[config.mk]
export PLATFORM = sky130hd
export DESIGN_NAME = multi_tap_keypad_text_entry
export DESIGN_NICKNAME = d
export VERILOG_FILES = /design/src/rtl/mtk_pkg.sv /design/src/rtl/mtk_wrap_add.sv /design/src/rtl/mtk_text_ram.sv /design/src/rtl/multi_tap_keypad_text_entry.sv
export SDC_FILE = /design/constraint.sdc
export NUM_CORES = 1
export LEC_CHECK = 0
export BUFFER_PORTS_ARGS = -buffer_cell sky130_fd_sc_hd__buf_2
export CAP_MARGIN = 20
export CORE_MARGIN = 2
export CORE_UTILIZATION = 42
export CTS_BUF_LIST = sky130_fd_sc_hd__clkbuf_8
export DETAILED_ROUTE_END_ITERATION = 7
export HOLD_SLACK_MARGIN = 0.05
export PLACE_DENSITY = 0.62
export REMOVE_ABC_BUFFERS = 1
export SETUP_SLACK_MARGIN = 0.5
export SLEW_MARGIN = 10
export SYNTH_ARGS = -nofsm -noshare
export SYNTH_HDL_FRONTEND = slang
export SYNTH_SLANG_ARGS = --single-unit
[constraint.sdc]
create_clock -name clk -period 11.74 [get_ports clk]
set_input_delay 1.761 -clock clk [delete_from_list [all_inputs] [get_ports clk]]
set_output_delay 1.761 -clock clk [all_outputs]
set_load 0.01 [all_outputs]
[src/rtl/mtk_pkg.sv]
// ----------------------------------------------------------------------------
// mtk_pkg
// Shared constants and helper functions for the multi-tap keypad text entry:
// chord masks, key letter table and tap index advance.
// ----------------------------------------------------------------------------
package mtk_pkg;

  localparam int KEY_COUNT   = 9;
  localparam int TAPS        = 3;
  localparam int KEY_W       = 4;
  localparam int TAP_W       = 2;
  localparam int CHAR_W      = 8;
  localparam int POS_W       = 5;
  localparam int LEN_W       = 6;

  localparam logic [KEY_COUNT-1:0] CHORD_CLEAR = 9'h006;
  localparam logic [KEY_COUNT-1:0] CHORD_MODE  = 9'h030;
  localparam logic [KEY_COUNT-1:0] CHORD_SPACE = 9'h180;

  localparam logic [KEY_W-1:0]  KEY_FIRST  = 4'd1;
  localparam logic [KEY_W-1:0]  KEY_LAST   = 4'd9;
  localparam logic [KEY_W-1:0]  KEY_NONE   = 4'd0;

  localparam logic [CHAR_W-1:0] SPACE_CHAR = 8'h20;
  localparam logic [CHAR_W-1:0] DIGIT_ZERO = 8'h30;

  localparam logic [CHAR_W-1:0] KEY_LETTERS [10][TAPS] = '{
    '{8'h20, 8'h20, 8'h20},
    '{8'h2E, 8'h51, 8'h5A},
    '{8'h41, 8'h42, 8'h43},
    '{8'h44, 8'h45, 8'h46},
    '{8'h47, 8'h48, 8'h49},
    '{8'h4A, 8'h4B, 8'h4C},
    '{8'h4D, 8'h4E, 8'h4F},
    '{8'h50, 8'h52, 8'h53},
    '{8'h54, 8'h55, 8'h56},
    '{8'h57, 8'h58, 8'h59}
  };

  function automatic logic [CHAR_W-1:0] key_letter(input logic [KEY_W-1:0] k,
                                                   input logic [TAP_W-1:0] tap);
    logic [CHAR_W-1:0] c;
    c = SPACE_CHAR;
    if (k <= KEY_LAST && tap < TAP_W'(TAPS)) begin
      c = KEY_LETTERS[k][tap];
    end
    return c;
  endfunction

  // (tap + 1) mod 3
  function automatic logic [TAP_W-1:0] tap_advance(input logic [TAP_W-1:0] tap);
    logic [TAP_W-1:0] t;
    case (tap)
      2'd0:    t = 2'd1;
      2'd1:    t = 2'd2;
      2'd2:    t = 2'd0;
      default: t = 2'd1;
    endcase
    return t;
  endfunction

endpackage

[src/rtl/mtk_wrap_add.sv]
// ----------------------------------------------------------------------------
// mtk_wrap_add
// Shared ring address unit: y = (a + b) mod MOD, with a < MOD and b <= MOD.
// ----------------------------------------------------------------------------
module mtk_wrap_add #(
  parameter int MOD = 32,
  localparam int AW = $clog2(MOD),
  localparam int CW = $clog2(MOD + 1)
) (
  input  logic [AW-1:0] a,
  input  logic [CW-1:0] b,
  output logic [AW-1:0] y
);

  logic [CW:0] sum;
  logic [CW:0] diff;

  always_comb begin
    sum  = (CW+1)'(a) + (CW+1)'(b);
    diff = sum - (CW+1)'(MOD);
    y    = (sum >= (CW+1)'(MOD)) ? diff[AW-1:0] : sum[AW-1:0];
  end

endmodule

[src/rtl/mtk_text_ram.sv]
// ----------------------------------------------------------------------------
// mtk_text_ram
// Character ring store: one write port, one read port with registered data.
// ----------------------------------------------------------------------------
module mtk_text_ram #(
  parameter int DEPTH = 32,
  localparam int AW = $clog2(DEPTH)
) (
  input  logic                      clk,
  input  logic                      we,
  input  logic [AW-1:0]             waddr,
  input  logic [mtk_pkg::CHAR_W-1:0] wdata,
  input  logic [AW-1:0]             raddr,
  output logic [mtk_pkg::CHAR_W-1:0] rdata
);

  import mtk_pkg::*;

  logic [CHAR_W-1:0] mem [DEPTH];

  always_ff @(posedge clk) begin
    if (we) begin
      mem[waddr] <= wdata;
    end
  end

  always_ff @(posedge clk) begin
    rdata <= mem[raddr];
  end

endmodule

[src/rtl/multi_tap_keypad_text_entry.sv]
// ----------------------------------------------------------------------------
// multi_tap_keypad_text_entry
// Multi-tap keypad text entry with chords, digit mode and a scrolling line.
// ----------------------------------------------------------------------------
// One key item is taken at a time; keys_ready is low until the whole line for
// that item has been delivered. An item passes through the chord state S_CHORD,
// a nine-step scan of the keys in S_KEYS with at most one text write per step,
// the turnaround state S_LINE, then S_LOAD and S_SHOW for each column, which
// wait on line_ready, through the single read port of the text store. Text is
// kept as a ring, so a full line scrolls by moving its head.
module multi_tap_keypad_text_entry #(
  parameter int LINE_LENGTH = 32
) (
  input  logic                        clk,
  input  logic                        rst,
  input  logic                        keys_valid,
  output logic                        keys_ready,
  input  logic [mtk_pkg::KEY_COUNT-1:0] keys_pressed,
  output logic                        line_valid,
  input  logic                        line_ready,
  output logic [mtk_pkg::POS_W-1:0]   position,
  output logic [mtk_pkg::CHAR_W-1:0]  display_char,
  output logic [mtk_pkg::LEN_W-1:0]   text_length,
  output logic                        number_mode,
  output logic                        last
);

  import mtk_pkg::*;

  localparam int AW = $clog2(LINE_LENGTH);
  localparam int CW = $clog2(LINE_LENGTH + 1);
  localparam logic [CW-1:0] FULL_COUNT = CW'(LINE_LENGTH);
  localparam logic [AW-1:0] LAST_COL   = AW'(LINE_LENGTH - 1);

  typedef enum logic [2:0] {
    S_IDLE, S_CHORD, S_KEYS, S_LINE, S_LOAD, S_SHOW
  } state_t;

  state_t               state;
  logic [KEY_COUNT-1:0] keys;
  logic [KEY_W-1:0]     key_num;
  logic [CW-1:0]        count;
  logic [AW-1:0]        head;
  logic                 digit_mode;
  logic [KEY_W-1:0]     prev_key;
  logic [TAP_W-1:0]     tap;
  logic [AW-1:0]        rd_ptr;
  logic [AW-1:0]        col;

  logic [CW-1:0]        count_eff;
  logic [CW-1:0]        count_next;
  logic [AW-1:0]        head_next;
  logic [KEY_W-1:0]     prev_key_next;
  logic [TAP_W-1:0]     tap_next;
  logic [TAP_W-1:0]     tap_adv;
  logic                 do_write;
  logic                 do_append;
  logic                 full;
  logic [CHAR_W-1:0]    wdata;
  logic [AW-1:0]        unit_a;
  logic [CW-1:0]        unit_b;
  logic [AW-1:0]        unit_y;
  logic [AW-1:0]        head_inc;
  logic [AW-1:0]        rd_addr;
  logic [CHAR_W-1:0]    rd_data;
  logic                 clear_chord;
  logic                 mode_chord;
  logic                 space_chord;
  logic                 out_fire;

  assign clear_chord = (keys & CHORD_CLEAR) == CHORD_CLEAR;
  assign mode_chord  = (keys & CHORD_MODE) == CHORD_MODE;
  assign space_chord = (keys & CHORD_SPACE) == CHORD_SPACE;
  assign out_fire    = line_valid && line_ready;
  assign keys_ready  = (state == S_IDLE);
  assign tap_adv     = tap_advance(tap);
  assign head_inc    = (head == LAST_COL) ? '0 : head + AW'(1);

  always_comb begin
    count_eff     = (state == S_CHORD && clear_chord) ? '0 : count;
    do_write      = 1'b0;
    do_append     = 1'b0;
    wdata         = SPACE_CHAR;
    prev_key_next = prev_key;
    tap_next      = tap;
    if (state == S_CHORD && space_chord) begin
      do_write  = 1'b1;
      do_append = 1'b1;
    end else if (state == S_KEYS && keys[0]) begin
      do_write = 1'b1;
      if (digit_mode) begin
        do_append = 1'b1;
        wdata     = DIGIT_ZERO + CHAR_W'(key_num);
      end else if (prev_key == key_num) begin
        tap_next  = tap_adv;
        do_append = (count == '0);
        wdata     = key_letter(key_num, tap_adv);
      end else begin
        prev_key_next = key_num;
        tap_next      = '0;
        do_append     = 1'b1;
        wdata         = key_letter(key_num, '0);
      end
    end
    full = (count_eff == FULL_COUNT);

    if (state == S_SHOW) begin
      unit_a = rd_ptr;
      unit_b = CW'(1);
    end else begin
      unit_a = head;
      if (do_append) begin
        unit_b = full ? '0 : count_eff;
      end else begin
        unit_b = count_eff - CW'(1);
      end
    end

    count_next = count_eff;
    head_next  = head;
    if (do_write && do_append) begin
      if (full) begin
        head_next = head_inc;
      end else begin
        count_next = count_eff + CW'(1);
      end
    end

    if (state == S_LINE) begin
      rd_addr = head;
    end else if (state == S_SHOW && out_fire) begin
      rd_addr = unit_y;
    end else begin
      rd_addr = rd_ptr;
    end
  end

  mtk_wrap_add #(.MOD(LINE_LENGTH)) u_addr (
    .a(unit_a),
    .b(unit_b),
    .y(unit_y)
  );

  mtk_text_ram #(.DEPTH(LINE_LENGTH)) u_ram (
    .clk  (clk),
    .we   (do_write),
    .waddr(unit_y),
    .wdata(wdata),
    .raddr(rd_addr),
    .rdata(rd_data)
  );

  always_ff @(posedge clk) begin
    if (rst) begin
      state      <= S_IDLE;
      count      <= '0;
      head       <= '0;
      digit_mode <= 1'b0;
      prev_key   <= KEY_NONE;
      tap        <= '0;
      line_valid <= 1'b0;
      keys       <= '0;
      key_num    <= KEY_FIRST;
      rd_ptr     <= '0;
      col        <= '0;
    end else begin
      unique case (state)
        S_IDLE: begin
          if (keys_valid) begin
            keys  <= keys_pressed;
            state <= S_CHORD;
          end
        end
        S_CHORD: begin
          count      <= count_next;
          head       <= head_next;
          digit_mode <= digit_mode ^ mode_chord;
          keys       <= keys & ~((clear_chord ? CHORD_CLEAR : '0) |
                                 (mode_chord  ? CHORD_MODE  : '0) |
                                 (space_chord ? CHORD_SPACE : '0));
          key_num    <= KEY_FIRST;
          state      <= S_KEYS;
        end
        S_KEYS: begin
          count    <= count_next;
          head     <= head_next;
          prev_key <= prev_key_next;
          tap      <= tap_next;
          keys     <= keys >> 1;
          key_num  <= key_num + KEY_W'(1);
          if (key_num == KEY_LAST) begin
            state <= S_LINE;
          end
        end
        S_LINE: begin
          rd_ptr <= head;
          col    <= '0;
          state  <= S_LOAD;
        end
        S_LOAD: begin
          line_valid   <= 1'b1;
          position     <= POS_W'(col);
          display_char <= (CW'(col) < count) ? rd_data : SPACE_CHAR;
          text_length  <= LEN_W'(count);
          number_mode  <= digit_mode;
          last         <= (col == LAST_COL);
          state        <= S_SHOW;
        end
        S_SHOW: begin
          if (out_fire) begin
            line_valid <= 1'b0;
            rd_ptr     <= unit_y;
            col        <= col + AW'(1);
            state      <= last ? S_IDLE : S_LOAD;
          end
        end
        default: state <= S_IDLE;
      endcase
    end
  end

  a_not_both: assert property (@(posedge clk) disable iff (rst)
    !(keys_ready && line_valid))
    else $error("input taken while a line item is pending");

  a_count_range: assert property (@(posedge clk) disable iff (rst)
    count <= FULL_COUNT)
    else $error("character count above line length");

  a_last_idle: assert property (@(posedge clk) disable iff (rst)
    (line_valid && line_ready && last) |=> keys_ready)
    else $error("not ready after final column");

  a_busy: assert property (@(posedge clk) disable iff (rst)
    (keys_valid && keys_ready) |=> !keys_ready && !line_valid)
    else $error("sequencer did not start after accepted item");

endmodule
==> flow_metrics.tcl, run 1 <==
set metrics [dict create \
    outcome "completed" \
    layout-drive-gt1-share 0.126 \
    pwr-share-comb 0.061 \
    hold_path_depth 2 \
    setup.worst_path.start "key_num[2]$_SDFFE_PP0N_" \
    depth_of_the_worst_register_to_register_path 16 \
    edff_count_synth 244 \
    antenna_violations_before_repair 0 \
    post_synth_inst_count 1119 \
    tritoncts.num_buffers 49 \
    floorplan.die.width_um 180 \
    start_util 0.427 \
    dp_cells 1496 \
    cts_tree "yes" \
    power_density_over_the_cells_nw_per_um2 146 \
    cts_resized 0 \
    diodes 0 \
    max-clock-path-buffers 3 \
    classification_of_the_worst_setup_path "register to register" \
    cp_max_fo 42 \
    critPathCaptureType "register" \
    n_fill_cell 2805 \
    worst_pin_slew_ns 1.09 \
    numClockSinks 296 \
    final.setup_skew_ns 0.0325 \
    r2r_setup_slack_ns 5.95 \
    coreArea_um2 30600 \
    post_drt_wl_per_cell_um 21.1 \
    synth-async-reset-ratio 0 \
    hold_violations 0 \
    io-pin-count 36 \
    setup-tns-final_ns 0 \
    final.hold.worst_slack_ns 0.470 \
    post-synth-top-area-cell "sky130_fd_sc_hd__edfxtp_1" \
    setup_repair_after_global_routing_missed_its_margin "false" \
    postSynthRegisterBits 296 \
    sw_frac_of_total 0.241 \
    antenna_left 0 \
    avgViaCountPerCell 5.75 \
    maxClockFrequency_ghz 0.173 \
    worst_setup_hold_path_clk_slew_ns 0.06 \
    clock_tree.root_cell "sky130_fd_sc_hd__clkbuf_8" \
    synth_top_area_frac 0.561 \
    clock_power_share 0.399 \
    routed_wirelength_um 33500 \
    cts.hold.buffers_added 0 \
    leakage_nw 5.31 \
    final_max_slew_viol_count 0 \
    numPortBuffers 34 \
    final_core_utilization 0.476 \
    drcViolationCount 0 \
    die_area_um2 32500 \
    fin_ws_ns 5.95 \
    ys_dominant_reg_cell "sky130_fd_sc_hd__edfxtp_1" \
    minimum_clock_period_ns 5.79 \
    crit_required_ns 12.21 \
    grt_pass1_wl_um 52800 \
    ys_warn_count 0 \
    drv.max_cap_violation_count 0 \
    worst_setup_path_start_kind "register" \
    yosys-top-cells-area "sky130_fd_sc_hd__edfxtp_1, sky130_fd_sc_hd__dfxtp_1, sky130_fd_sc_hd__nand2_1, sky130_fd_sc_hd__a21oi_1, sky130_fd_sc_hd__nor2_1" \
    setup_buffers_after_cts 0 \
    net_count_of_the_finished_layout 1191 \
    drt_first_pass_iters 5 \
    fp.dieH_um 180 \
    postPlaceCellArea_um2 13600 \
    final_area_um2 14600 \
    htreeDepth 2 \
    worst_ep_arrival_time_ns 6.26 \
    net-switching-power_mw 0.513 \
    syn_area_per_cell_um2 11.7 \
    hold_path_startpoint "prev_key[3]$_SDFFE_PP0P_" \
    clock_latency_ns 0.58 \
    netlist_area_um2 13100 \
    post_synth_num_cell_types 69 \
    via_count 9142 \
    finalSetupViolations 0 \
    min_period_over_period 0.493 \
    std_cell_rows 64 \
    largest_net_degree_at_the_start_of_global_routing 64 \
    first_global_vias 9181 \
    dp_slack_ns 5.97 \
    detailed_place_hpwl_um 21000 \
    synth.yosys.seq_area_share 0.641 \
    synth_commonest_cells "sky130_fd_sc_hd__edfxtp_1, sky130_fd_sc_hd__nand2_1, sky130_fd_sc_hd__a21oi_1, sky130_fd_sc_hd__nor2_1, sky130_fd_sc_hd__dfxtp_1" \
    synthToLayoutAreaGrowth_pct 11.4 \
    finalPower_mw 2.13 \
    grt_use_total 0.205 \
    internal_power_mw 1.61 \
    drt_iter0_drc 762 \
    yosysMostFrequentCell "sky130_fd_sc_hd__edfxtp_1" \
    non_filler_cells_in_the_finished_layout 1590 \
    slew-limit-headroom 0.267 \
    place_congestion 0.854 \
    rr_startpoint "key_num[2]$_SDFFE_PP0N_" \
    grt_remaining_overflow 0 \
    worst_hold_path_type "register to register" \
    vdd.ir_drop.worst_mv 0.103 \
    power.share.sequential 0.540 \
]
-- final timing paths --
kind                               to
max            u_ram.rdata[0]$_DFF_P_
min          prev_key[3]$_SDFFE_PP0P_
max reg2reg    u_ram.rdata[0]$_DFF_P_
min reg2reg  prev_key[3]$_SDFFE_PP0P_
-- power by group through the flow --
| stage | registers, mW | logic (mW) | clock network [mW] |
|---|---|---|---|
| 4_1_cts | 1.15 | 0.130 | 0.862 |
| 2_1_floorplan | 1.17 | 0.0853 | 0 |
| 3_5_place_dp | 1.17 | 0.129 | 0 |
| 3_3_place_gp | 1.17 | 0.128 | 0 |
| 5_1_grt | 1.15 | 0.143 | 0.914 |
| 6_report | 1.15 | 0.130 | 0.848 |
-- flip-flops by register name (all words and copies together) (netlist names) --
register and flops:
col 5, count 6, digit_mode 1, display_char 7, head 5, key_num 4, keys 9, last 1
line_valid 1, number_mode 1, position 5, prev_key 4, rd_ptr 5, state 3, tap 2, text_length 6
u_ram.mem 224, u_ram.rdata 7
-- kinds of logic after synthesis --
family,synth area share
xor+xnor,0.0139
other cells,0.000287
buf+inv,0.0297
mux,0.0207
flops,0.641
compound gates,0.112
fa+ha+maj,0.0226
simple gates,0.160
-- layout by cell type (no fill, tap or decap), types with 20 or more instances in the layout --
cell and count:
sky130_fd_sc_hd__a21oi_1 94, sky130_fd_sc_hd__a22oi_1 24, sky130_fd_sc_hd__buf_2 37, sky130_fd_sc_hd__buf_4 20, sky130_fd_sc_hd__clkbuf_8 52, sky130_fd_sc_hd__dfxtp_1 52
sky130_fd_sc_hd__edfxtp_1 244, sky130_fd_sc_hd__ha_1 22, sky130_fd_sc_hd__inv_1 38, sky130_fd_sc_hd__mux2i_1 27, sky130_fd_sc_hd__nand2_1 179, sky130_fd_sc_hd__nand3_1 46
sky130_fd_sc_hd__nand4_1 42, sky130_fd_sc_hd__nor2_1 81, sky130_fd_sc_hd__nor3_1 22, sky130_fd_sc_hd__o21ai_0 20
-- worst max-delay path, stage by stage (launching register included) --
cell and delay (ns):
sky130_fd_sc_hd__dfxtp_1 0.79, sky130_fd_sc_hd__xnor2_1 0.21, sky130_fd_sc_hd__nand4_1 0.35, sky130_fd_sc_hd__a211oi_1 0.35, sky130_fd_sc_hd__o21a_1 0.26, sky130_fd_sc_hd__xnor2_1 0.14, sky130_fd_sc_hd__nand2_1 0.07, sky130_fd_sc_hd__ha_1 0.22
sky130_fd_sc_hd__fa_1 0.42, sky130_fd_sc_hd__xnor2_1 0.54, sky130_fd_sc_hd__nand3_1 0.19, sky130_fd_sc_hd__o221a_2 0.43, sky130_fd_sc_hd__nor2_1 0.79, sky130_fd_sc_hd__nand3_1 0.20, sky130_fd_sc_hd__nand4_1 0.18, sky130_fd_sc_hd__a21oi_1 0.06
sky130_fd_sc_hd__o41a_1 0.44
-- final cells by class --
class | count | area [um^2] | share of cell area
inverters | 15 | 56.3 | 0.00387
multi-input cells | 735 | 4380 | 0.301
repair buffers | 58 | 340 | 0.0234
clock inverters | 38 | 195 | 0.0134
clock buffers | 52 | 716 | 0.0492
flip-flops and latches | 296 | 8370 | 0.575
well taps | 396 | 495 | 0.0340
-- layer usage --
metal  vias up  share of wire  GRT usage
met1      4485           0.42      0.274
met5         -              0          0
li1       4246              -          -
met2       343           0.49      0.343
met3        68          0.066     0.0354
met4         0          0.023     0.0639
No activity file was read; power rests on OpenSTA's default activity.
==> run 2: changes to the inputs <==
--- a/config.mk
+++ b/config.mk
@@ -5,6 +5,7 @@
 export SDC_FILE = /design/constraint.sdc
 export NUM_CORES = 1
 export LEC_CHECK = 0
+export ABC_AREA = 1
 export BUFFER_PORTS_ARGS = -buffer_cell sky130_fd_sc_hd__buf_2
 export CAP_MARGIN = 20
 export CORE_MARGIN = 2
@@ -12,7 +13,7 @@
 export CTS_BUF_LIST = sky130_fd_sc_hd__clkbuf_8
 export DETAILED_ROUTE_END_ITERATION = 7
 export HOLD_SLACK_MARGIN = 0.05
-export PLACE_DENSITY = 0.62
+export PLACE_DENSITY = 0.64
 export REMOVE_ABC_BUFFERS = 1
 export SETUP_SLACK_MARGIN = 0.5
 export SLEW_MARGIN = 10
==> constraint.sdc (replaced) <==
create_clock -name clk -period 5.3 [get_ports clk]
set_input_delay 0.795 -clock clk [delete_from_list [all_inputs] [get_ports clk]]
set_output_delay 0.795 -clock clk [all_outputs]
set_load 0.01 [all_outputs]
==> flow_metrics.tcl, run 2 <==
set metrics [dict create \
    depth_of_the_worst_register_to_register_path 12 \
    power.share.sequential 0.468 \
    hold_path_startpoint "count[2]$_SDFFE_PP0N_" \
    ys_dominant_reg_cell "sky130_fd_sc_hd__edfxtp_1" \
    grt_remaining_overflow 0 \
    classification_of_the_worst_setup_path "register to register" \
    sw_frac_of_total 0.293 \
    fp.dieH_um 188 \
    clock_tree.root_cell "sky130_fd_sc_hd__clkbuf_8" \
    first_global_vias 10000 \
    diodes 0 \
    final_max_slew_viol_count 0 \
    antenna_left 0 \
    postSynthRegisterBits 296 \
    cp_max_fo 14 \
    hold_path_depth 0 \
    most-common-layout-cells "sky130_fd_sc_hd__nand3_1, sky130_fd_sc_hd__nand2_1, sky130_fd_sc_hd__edfxtp_1" \
    drt_first_pass_iters 5 \
    die_area_um2 35400 \
    synth_top_area_frac 0.514 \
    grt_pass1_wl_um 56300 \
    post_synth_inst_count 1489 \
    final.setup_skew_ns 0.0493 \
    synth.yosys.seq_area_share 0.587 \
    synthToLayoutAreaGrowth_pct 12.3 \
    cts_tree "yes" \
    edff_count_synth 244 \
    worstPathCellList "inv_1 > nand2_1 > nand4_1 > nor2_2 > nand2_1 > nand2_2 > nor2_1 > a211oi_1 > fa_1 > inv_1 > nand3_1 > nor2_1" \
    worst_setup_hold_path_clk_slew_ns 0.06 \
    final.hold.worst_slack_ns 0.465 \
    synth-async-reset-ratio 0 \
    worst_ep_arrival_time_ns 4.84 \
    rr_startpoint "key_num[3]$_SDFFE_PP0N_" \
    coreArea_um2 33400 \
    largest_register_ff_count 224 \
    drcViolationCount 0 \
    largest_register "u_ram.mem" \
    antenna_violations_before_repair 0 \
    power_density_over_the_cells_nw_per_um2 355 \
    min_to "text_length[2]$_DFFE_PP_" \
    post-synth-top-area-cell "sky130_fd_sc_hd__edfxtp_1" \
    outcome "completed" \
    finalSetupViolations 0 \
    start_util 0.426 \
    io-pin-count 36 \
    via_count 10600 \
    leakage_nw 6.57 \
    max-clock-path-buffers 3 \
    place_congestion 0.963 \
    routed_wirelength_um 36300 \
    net-switching-power_mw 1.66 \
    worst_setup_path_start_kind "register" \
    min_period_over_period 0.879 \
    minimum_clock_period_ns 4.66 \
    crit_required_ns 5.48 \
    yosysMostFrequentCell "sky130_fd_sc_hd__nand3_1" \
    detailed_place_hpwl_um 22600 \
    tritoncts.num_buffers 50 \
    pwr-share-comb 0.162 \
    yosys-top-cells-area "sky130_fd_sc_hd__edfxtp_1, sky130_fd_sc_hd__nand3_1, sky130_fd_sc_hd__dfxtp_1, sky130_fd_sc_hd__nand2_1, sky130_fd_sc_hd__inv_1" \
    cts.hold.buffers_added 0 \
    ys_warn_count 0 \
    internal_power_mw 4.01 \
    avgViaCountPerCell 5.29 \
    synth_commonest_cells "sky130_fd_sc_hd__nand3_1, sky130_fd_sc_hd__nand2_1, sky130_fd_sc_hd__edfxtp_1, sky130_fd_sc_hd__inv_1, sky130_fd_sc_hd__nor2_1" \
    critPathCaptureType "register" \
    setup_repair_after_global_routing_missed_its_margin "true" \
    vdd.ir_drop.worst_mv 0.170 \
    post_synth_num_cell_types 49 \
    std_cell_rows 67 \
    setup-tns-final_ns 0 \
    layout-drive-gt1-share 0.127 \
    clock_latency_ns 0.59 \
    worst_pin_slew_ns 0.883 \
    final_common_cell "sky130_fd_sc_hd__nand3_1" \
    net_count_of_the_finished_layout 1559 \
    floorplan.die.width_um 188 \
    critPathBufInv 2 \
    rr_endpoint "u_ram.mem[5][1]$_DFFE_PP_" \
    largest_net_degree_at_the_start_of_global_routing 113 \
    hold_violations 0 \
    netlist_area_um2 14200 \
    layout_top_registers "u_ram.mem (224), keys (9)" \
    post_drt_wl_per_cell_um 18.1 \
    clock_power_share 0.370 \
    max_stage_delay_ns 0.74 \
    finalPower_mw 5.67 \
    r2r_setup_slack_ns 0.64 \
    syn_area_per_cell_um2 9.57 \
    grt_use_total 0.204 \
    maxClockFrequency_ghz 0.215 \
    critPathSlowestCell "sky130_fd_sc_hd__nor2_1" \
    slew-limit-headroom 0.409 \
    cp_top_family "simple AND/OR/NAND/NOR gates" \
    numClockSinks 296 \
    htreeDepth 2 \
    worst_hold_path_type "register to register" \
    numPortBuffers 34 \
    drv.max_cap_violation_count 0 \
    drt_iter0_drc 981 \
]
==> run 2: final cells by class <==
type                            count  area (um^2)
Fill cell                        3069        17400
Multi-Input combinational cell    880         4750
Timing Repair Buffer               54          369
Inverter                          241          911
Clock inverter                     39          319
Clock buffer                       52          716
Tap cell                          448          561
Sequential cell                   296         8370
==> run 2: power by group through the flow <==
| stage | Combinational [mW] | Clock, mW | Sequential [mW] |
|---|---|---|---|
| 4_1_cts | 0.888 | 2.13 | 2.65 |
| 3_5_place_dp | 0.886 | 0 | 2.70 |
| 5_1_grt | 1.02 | 2.24 | 2.66 |
| 6_report | 0.922 | 2.10 | 2.65 |
| 2_1_floorplan | 0.598 | 0 | 2.67 |
| 3_3_place_gp | 0.880 | 0 | 2.70 |
==> run 2: worst max path at each step <==
stage                            startpoint                    endpoint  slack, ns  cells past startpoint
floorplan           key_num[2]$_SDFFE_PP0N_      u_ram.rdata[0]$_DFF_P_       0.37                     17
global placement    key_num[2]$_SDFFE_PP0N_  u_ram.mem[31][0]$_DFFE_PP_       0.79                     17
detailed placement  key_num[2]$_SDFFE_PP0N_  u_ram.mem[31][2]$_DFFE_PP_       0.61                     17
CTS                 key_num[2]$_SDFFE_PP0N_  u_ram.mem[31][3]$_DFFE_PP_       0.63                     17
global route        key_num[3]$_SDFFE_PP0N_  u_ram.mem[17][0]$_DFFE_PP_       0.40                     17
finish              key_num[3]$_SDFFE_PP0N_   u_ram.mem[5][1]$_DFFE_PP_       0.64                     12
==> run 2: stage by stage <==
| step | utilization | instances | worst slack, ns | instance area [um^2] |
|---|---|---|---|---|
| 2_1_floorplan | - | 1417 | 0.366 | 13800 |
| 3_3_place_gp | 0.443 | 1917 | 0.791 | 14800 |
| 5_1_grt | 0.478 | 2010 | 0.400 | 16000 |
| 4_1_cts | 0.474 | 2008 | 0.631 | 15900 |
| 3_5_place_dp | 0.443 | 1917 | 0.614 | 14800 |
| 6_report | 0.478 | 2010 | 0.639 | 16000 |
==> run 2: logic make-up (layout without fill, tap and decap cells) <==
group	count (synthesis)	after routing	share of synthesized area
xor gates and xnor gates	6	6	0.00422
other	1	1	0.000263
buffers and inverters	313	386	0.0918
AOI/OAI and AO/OA	130	130	0.0519
adders and majority gates	23	23	0.0207
and+or+nand+nor	720	720	0.244
DFF	296	296	0.587
==> run 2: repair_timing <==
item | CTS | global route
setup endpoints to repair | 0 | 217
setup buffers | 0 | 1
resized for setup | 0 | 34
==> run 2: layer usage <==
| layer | share of wire | vias to the layer above | track usage | wire, um |
|---|---|---|---|---|
| met5 | 0 | - | 0 | 0 |
| met3 | 0.069 | 81 | 0.0441 | 2510 |
| met4 | 0.035 | 0 | 0.0848 | 1280 |
| met2 | 0.47 | 408 | 0.327 | 17200 |
| met1 | 0.42 | 5059 | 0.269 | 15400 |
| li1 | - | 5087 | - | - |
==> run 3: changes to the inputs <==
--- a/config.mk
+++ b/config.mk
@@ -10,13 +10,14 @@
 export CAP_MARGIN = 20
 export CORE_MARGIN = 2
 export CORE_UTILIZATION = 42
-export CTS_BUF_LIST = sky130_fd_sc_hd__clkbuf_8
 export DETAILED_ROUTE_END_ITERATION = 7
 export HOLD_SLACK_MARGIN = 0.05
 export PLACE_DENSITY = 0.64
+export RECOVER_POWER = 50
 export REMOVE_ABC_BUFFERS = 1
 export SETUP_SLACK_MARGIN = 0.5
 export SLEW_MARGIN = 10
 export SYNTH_ARGS = -nofsm -noshare
 export SYNTH_HDL_FRONTEND = slang
 export SYNTH_SLANG_ARGS = --single-unit
+export TNS_END_PERCENT = 30
==> flow_metrics.tcl, run 3 (synthesis results as in run 2) <==
set metrics [dict create \
    setup-tns-final_ns 0 \
    first_global_vias 9853 \
    floorplan.die.width_um 188 \
    slew-limit-headroom -0.646 \
    grt_pass1_wl_um 56100 \
    max-clock-path-buffers 3 \
    maxClockFrequency_ghz 0.207 \
    crit_required_ns 5.44 \
    largest_register "u_ram.mem" \
    failing_checks "capacitance limit, slew limit" \
    avgViaCountPerCell 5.34 \
    via_count 10600 \
    net-switching-power_mw 1.64 \
    numClockSinks 296 \
    global_route.usage.met2 0.325 \
    antenna_left 0 \
    fp.dieH_um 188 \
    n_fill_cell 3059 \
    die_area_um2 35400 \
    leakage_nw 6.40 \
    antenna_violations_before_repair 0 \
    final.hold.worst_slack_ns 0.472 \
    layout_top_registers "u_ram.mem (224), keys (9)" \
    final_common_cell "sky130_fd_sc_hd__nand3_1" \
    hold_violations 0 \
    min_period_over_period 0.913 \
    drv.max_cap_violation_count 7 \
    fin_ws_ns 0.462 \
    power.share.sequential 0.456 \
    grt_util_met1 0.272 \
    finalSetupViolations 0 \
    final_max_slew_viol_count 258 \
    classification_of_the_worst_setup_path "register to register" \
    final_area_um2 16000 \
    drt_first_pass_iters 6 \
    synthToLayoutAreaGrowth_pct 12.0 \
    clock_latency_ns 0.52 \
    coreArea_um2 33400 \
    outcome "complete, but fails checks" \
    start_util 0.426 \
    largest_net_degree_at_the_start_of_global_routing 113 \
    cts_tree "yes" \
    cts.hold.buffers_added 0 \
    worst_setup_hold_path_clk_slew_ns 0.06 \
    final.setup_skew_ns 0.0265 \
    drcViolationCount 0 \
    routed_wirelength_um 36200 \
    tritoncts.num_buffers 34 \
    worst_setup_path_start_kind "register" \
    vdd.ir_drop.worst_mv 0.196 \
    numPortBuffers 34 \
    critPathCaptureType "register" \
    clock_tree.root_cell "sky130_fd_sc_hd__clkbuf_16" \
    setup_repair_after_global_routing_missed_its_margin "true" \
    area_of_the_multi_input_gates_um2 4730 \
    detailed_place_hpwl_um 22600 \
    std_cell_rows 67 \
    internal_power_mw 4.18 \
    postPlaceCellArea_um2 14800 \
    worst_ep_arrival_time_ns 4.97 \
    worst_pin_slew_ns 2.46 \
    most-common-layout-cells "sky130_fd_sc_hd__nand3_1, sky130_fd_sc_hd__nand2_1, sky130_fd_sc_hd__edfxtp_1" \
    clock_power_share 0.386 \
    worst_hold_path_type "register to register" \
    cp_max_fo 14 \
    largest_register_ff_count 224 \
    io-pin-count 36 \
    grt_use_total 0.204 \
    power_density_over_the_cells_nw_per_um2 365 \
    drt_iter0_drc 1029 \
    grt_remaining_overflow 0 \
    net_count_of_the_finished_layout 1543 \
    grt.busiest_layer "met2" \
    minimum_clock_period_ns 4.84 \
    place_congestion 0.963 \
    dp_slack_ns 0.614 \
    register_area_um2 8370 \
    htreeDepth 2 \
    sw_frac_of_total 0.281 \
    globalRouteMet3Util 0.0423 \
    post_drt_wl_per_cell_um 18.3 \
    pwr-share-comb 0.158 \
    layout-drive-gt1-share 0.0868 \
]
run 3: cell types whose count changed in the layout (fill, tap and decap cells not counted), moves of 7 or more:
| cell | change |
|---|---|
| sky130_fd_sc_hd__inv_1 | -12 |
| sky130_fd_sc_hd__clkbuf_8 | -51 |
| sky130_fd_sc_hd__buf_4 | -7 |
| sky130_fd_sc_hd__clkbuf_1 | +44 |
| sky130_fd_sc_hd__clkbuf_16 | +35 |
| sky130_fd_sc_hd__buf_2 | -23 |
run 3: path summary, 6_finish.rpt:
check	start	endpoint	slack (ns)	cells past startpoint
worst min register to register	count[2]$_SDFFE_PP0N_	text_length[2]$_DFFE_PP_	0.47	0
worst max-delay path	key_num[3]$_SDFFE_PP0N_	u_ram.mem[17][1]$_DFFE_PP_	0.46	17
worst max register to register	key_num[3]$_SDFFE_PP0N_	u_ram.mem[17][1]$_DFFE_PP_	0.46	17
worst min-delay path	count[2]$_SDFFE_PP0N_	text_length[2]$_DFFE_PP_	0.47	0
run 3: metrics by stage:
stage,utilization,instances,power [mW]
5_1_grt,0.477,1980,6.05
3_5_place_dp,0.443,1917,3.59
4_1_cts,0.475,1978,5.82
2_1_floorplan,-,1417,3.26
3_3_place_gp,0.443,1917,3.58
6_report,0.477,1981,5.82
run 3: power by group through the flow:
| stage | Clock, mW | Sequential (mW) | Combinational, mW |
|---|---|---|---|
| after floorplan | 0 | 2.67 | 0.598 |
| after global placement | 0 | 2.70 | 0.880 |
| after detailed placement | 0 | 2.70 | 0.886 |
| after CTS | 2.28 | 2.65 | 0.887 |
| after global routing | 2.38 | 2.66 | 1.02 |
| final | 2.24 | 2.65 | 0.918 |
run 3: worst max-delay path, stage by stage (launching register included):
cell and delay, ns:
sky130_fd_sc_hd__dfxtp_1 0.60, sky130_fd_sc_hd__inv_1 0.27, sky130_fd_sc_hd__nand2_1 0.11, sky130_fd_sc_hd__nand4_1 0.08, sky130_fd_sc_hd__nor2_1 0.50, sky130_fd_sc_hd__nand2_1 0.21
sky130_fd_sc_hd__nand2_2 0.25, sky130_fd_sc_hd__o21ai_0 0.13, sky130_fd_sc_hd__ha_1 0.23, sky130_fd_sc_hd__fa_1 0.44, sky130_fd_sc_hd__a21oi_1 0.21, sky130_fd_sc_hd__o21bai_1 0.10
sky130_fd_sc_hd__xor2_1 0.16, sky130_fd_sc_hd__inv_1 0.11, sky130_fd_sc_hd__nand4_2 0.18, sky130_fd_sc_hd__nand2_2 0.22, sky130_fd_sc_hd__nand3_2 0.17, sky130_fd_sc_hd__nor2_1 0.49
run 3: timing repair:
item                                    4_1_cts  5_1_grt
resized for setup                             0       34
buffers inserted                              0        1
endpoints found under the hold margin         0        0
endpoints found under the setup margin        0      217
run 3: final cells by class:
type                    count  share of cell area
flip-flops and latches    296               0.525
multi-input cells         880               0.297
clock buffers              50              0.0590
inverters                 241              0.0571
well taps                 448              0.0351
repair buffers             54              0.0197
clock inverters            11             0.00761
diodes                      1            0.000157
run 3: metal layers:
layer  vias to the layer above  part of all wire
li1                       5055                 -
met1                      4990              0.42
met2                       441              0.46
met3                        85             0.075
met4                         0             0.039
met5                         -                 0
